===== config.mk =====
export PLATFORM = sky130hd
export DESIGN_NAME = bce_ram
export DESIGN_NICKNAME = d
export VERILOG_FILES = /design/src/design/betweenness_centrality_engine_core_assert.svh /design/src/design/bce_ram.sv
export SDC_FILE = /design/constraint.sdc
export NUM_CORES = 1
export LEC_CHECK = 0
export ABC_AREA = 1
export BUFFER_PORTS_ARGS = -buffer_cell sky130_fd_sc_hd__buf_2
export CORE_ASPECT_RATIO = 1.25
export CORE_UTILIZATION = 54
export CTS_BUF_LIST = sky130_fd_sc_hd__clkbuf_4
export DETAILED_ROUTE_END_ITERATION = 10
export MAX_ROUTING_LAYER = met4
export PLACE_DENSITY = 0.71
export SETUP_SLACK_MARGIN = 0.3
export SLEW_MARGIN = 20
export SYNTH_ARGS = -nofsm -noshare
export SYNTH_HDL_FRONTEND = slang
export SYNTH_SLANG_ARGS = --single-unit

===== constraint.sdc =====
create_clock -name i_clk -period 1.4 [get_ports i_clk]
set_input_delay 0.14 -clock i_clk [delete_from_list [all_inputs] [get_ports i_clk]]
set_output_delay 0.14 -clock i_clk [all_outputs]
set_load 0.02 [all_outputs]

===== src/design/betweenness_centrality_engine_core_assert.svh =====
// assertion macros used by the core rtl file
`ifndef BETWEENNESS_CENTRALITY_ENGINE_CORE_ASSERT_SVH
`define BETWEENNESS_CENTRALITY_ENGINE_CORE_ASSERT_SVH

// condition holds at every edge out of reset
`define BCE_ASSERT_ALWAYS(label, clk, rst_n, cond, msg) \
    label: assert property (@(posedge clk) disable iff (!rst_n) (cond)) else $error(msg);

// consequent holds in the same cycle as the antecedent
`define BCE_ASSERT_IMPLY(label, clk, rst_n, ante, cons, msg) \
    label: assert property (@(posedge clk) disable iff (!rst_n) (ante) |-> (cons)) \
        else $error(msg);

// consequent holds in the cycle after the antecedent
`define BCE_ASSERT_NEXT(label, clk, rst_n, ante, cons, msg) \
    label: assert property (@(posedge clk) disable iff (!rst_n) (ante) |=> (cons)) \
        else $error(msg);

`endif


===== src/design/bce_ram.sv =====
`default_nettype none

module bce_ram #(
    parameter int WIDTH = 8,
    parameter int DEPTH = 16
) (
    input  wire logic                     i_clk,
    input  wire logic                     i_we,
    input  wire logic [$clog2(DEPTH)-1:0] i_waddr,
    input  wire logic [WIDTH-1:0]         i_wdata,
    input  wire logic [$clog2(DEPTH)-1:0] i_raddr,
    output logic      [WIDTH-1:0]         o_rdata
);
    logic [WIDTH-1:0] r_mem [DEPTH];

    // one write port, one registered read port
    always_ff @(posedge i_clk) begin
        if (i_we) begin
            r_mem[i_waddr] <= i_wdata;
        end
        o_rdata <= r_mem[i_raddr];
    end
endmodule

`default_nettype wire


==> results.cfg <==
[placement]
hpwl_um = 7598
portBuffers = 25
routabilityCongestion = 0.8064
dp.cells = 708

[routing]
via_count = 3879
drc = 0
routed.top_layer = met4
drt-met1-wl_um = 4657
dr_wl_met3_um = 751
drt-pass1-iter-count = 4
vias_per_cell = 5.179
dr_wl_met2_um = 6063
ant_nets = 0
drt_wl_total_um = 11870
wl_per_cell_um = 15.84
drtIter0Drc = 318

[cells_and_area]
final_net_count = 626
final-instance-count-excl-fill = 749
antenna_cells = 0
layout_commonest_cell = nand2_1
finish.utilization = 0.6413
final_cell_mix = nand2_1, edfxtp_1, inv_1, nand3_1, buf_4
seqCellArea_um2 = 4014
multiInputGateArea_um2 = 1214
drive_above_1_share = 0.1452
syn_to_final_growth_pct = 14.10
n_fill_cell = 840

[setup_path]
cp-startpoint = o_rdata[2]$_DFF_P_
cp_cell_sequence = buf_6
startpoint_type = flip-flop
rr_endpoint = o_rdata[0]$_DFF_P_
critical_path_required_ps = 1260
crit_end = o_rdata[2]
worst_ep_arrival_time_ps = 1010
cp_num_cells = 1
ff2ff_path_depth = 6
cpPeakStageDelay_ps = 370
path_delay_family = flip-flops
path_class = flip-flop to output port
crit_path_max_fanout = 1
crit_path_end_kind = output port
r2r_slack_ps = 430
cpMaxStageDelayCell = dfxtp_2
cp.buffers_inverters = 1
r2r-start = r_mem[6][0]$_DFFE_PP_

[grt]
grt_antenna_before_repair = 0
grt_pass1_wl_um = 19180
grt_max_degree = 65
grt_pass1_vias = 3794
grt.overflow.total = 0
grt.total_usage = 0.2459

[timing]
clock_skew_ps = 22.56
max_freq_mhz = 866.1
slew_viol_final = 0
rsz0062_at_grt = yes
hold_viol = 0
final-setup-viol-count = 0
fin_crit_ps = 1155
worstMarginPinSlew_ps = 393.3
finalCritPeriodShare = 0.8247
maxSlewHeadroom = 0.7378
tns_ps = 0

[pwr]
peakVddDrop_v = 0.0006854
p_leak_nw = 2.888
power_density_nw_per_um2 = 1177

[logic_synthesis]
seq_area_frac_synth = 0.6943
synthTopCellsByArea = edfxtp_1, nand2_1, nand3_1
syn_area_um2 = 5767
syn_nets = 569
ys_seq_elements = 136
synth.largest_area_cell = edfxtp_1
yosys.area.top_type_share = 0.6665
syn_inst = 551
synth.avg_cell_area_um2 = 10.47
ys_types = 12
ys_warn_count = 0

[floorplanning]
coreArea_um2 = 10260
die_w_um = 94.43
start_util = 0.5621
ioPinCount = 26
dieArea_um2 = 11100
die_h_um = 117.5
num_rows = 41

[clocking]
cts_tree = built
clock-sinks = 136
cts_max_level = 4
root_buffer = clkbuf_4
cts_setup_buffers = 0
clock_latency_ps = 520
cts_buffers = 17
clockBufferDepth = 2
cts.clk_slew.worst_paths_ps = 110

[run_status]
status = complete, no violations

[hold_path]
hold_class = input pin to flip-flop
hp-start = i_raddr[1]

[flow_run]
timing.max_cap.violations = 0
## Yosys cell counts (all sizes together)
master	n
buf	24
dfxtp	8
edfxtp	128
inv	102
nand2	173
nand3	97
nand3b	2
nor2	17
## power breakdown
group          leakage (nW)  internal (mW)  switching (mW)  total, mW
clock                 0.154           1.24            1.29       2.53
sequential             1.22           4.55          0.0334       4.58
combinational          1.51          0.231           0.403      0.633
## metrics by stage
step	worst slack, ps	power, mW	hold slack, ps	instance area (um^2)
2_1_floorplan	309.2	5.013	238.9	5767
3_3_place_gp	264.5	5.230	521.5	6140
3_5_place_dp	231.2	5.245	522.9	6140
4_1_cts	205.9	7.786	2.210	6556
5_1_grt	177.8	8.046	158.2	6580
6_report	245.4	7.744	152.6	6580
## registers in the layout, summed over array words and instances (netlist names)
register / cells
r_mem: 128
o_rdata: 8
## layout make-up
type / count / area share
Clock inverter: 12 / 0.02035
Sequential cell: 136 / 0.6100
Timing Repair Buffer: 62 / 0.08081
Tap cell: 129 / 0.02453
Inverter: 102 / 0.05819
Multi-Input combinational cell: 289 / 0.1844
Clock buffer: 19 / 0.02168
## worst min-delay path by stage
| stage | cells after the start | endpoint | slack (ps) |
|---|---|---|---|
| after detailed placement | 3 | o_rdata[4]$_DFF_P_ | 520 |
| after global routing | 6 | o_rdata[2]$_DFF_P_ | 160 |
| after floorplan | 0 | r_mem[0][0]$_DFFE_PP_ | 240 |
| after CTS | 1 | r_mem[9][5]$_DFFE_PP_ | 2 |
| after global placement | 3 | o_rdata[4]$_DFF_P_ | 520 |
| final | 6 | o_rdata[2]$_DFF_P_ | 150 |
## cells by family (layout without fill, tap and decap cells)
logic type | Yosys count | count (layout) | synth area share
flip-flops | 136 | 136 | 0.6943
buffers and inverters | 126 | 195 | 0.09525
AND/OR/NAND/NOR | 289 | 289 | 0.2105
## per-layer routing
metal / global-route usage / vias up
li1: - / 1885
met1: 0.2967 / 1816
met2: 0.3863 / 146
met3: 0.05749 / 32
met4: 0.1192 / 0
met5: - / -
## what timing repair did
item                                    4_1_cts  5_1_grt
gates resized for setup                      24        1
endpoints found under the hold margin        69       17
hold buffers                                  8        2
endpoints found under the setup margin        8        9
Note: power is estimated with default switching activity, not from simulation.
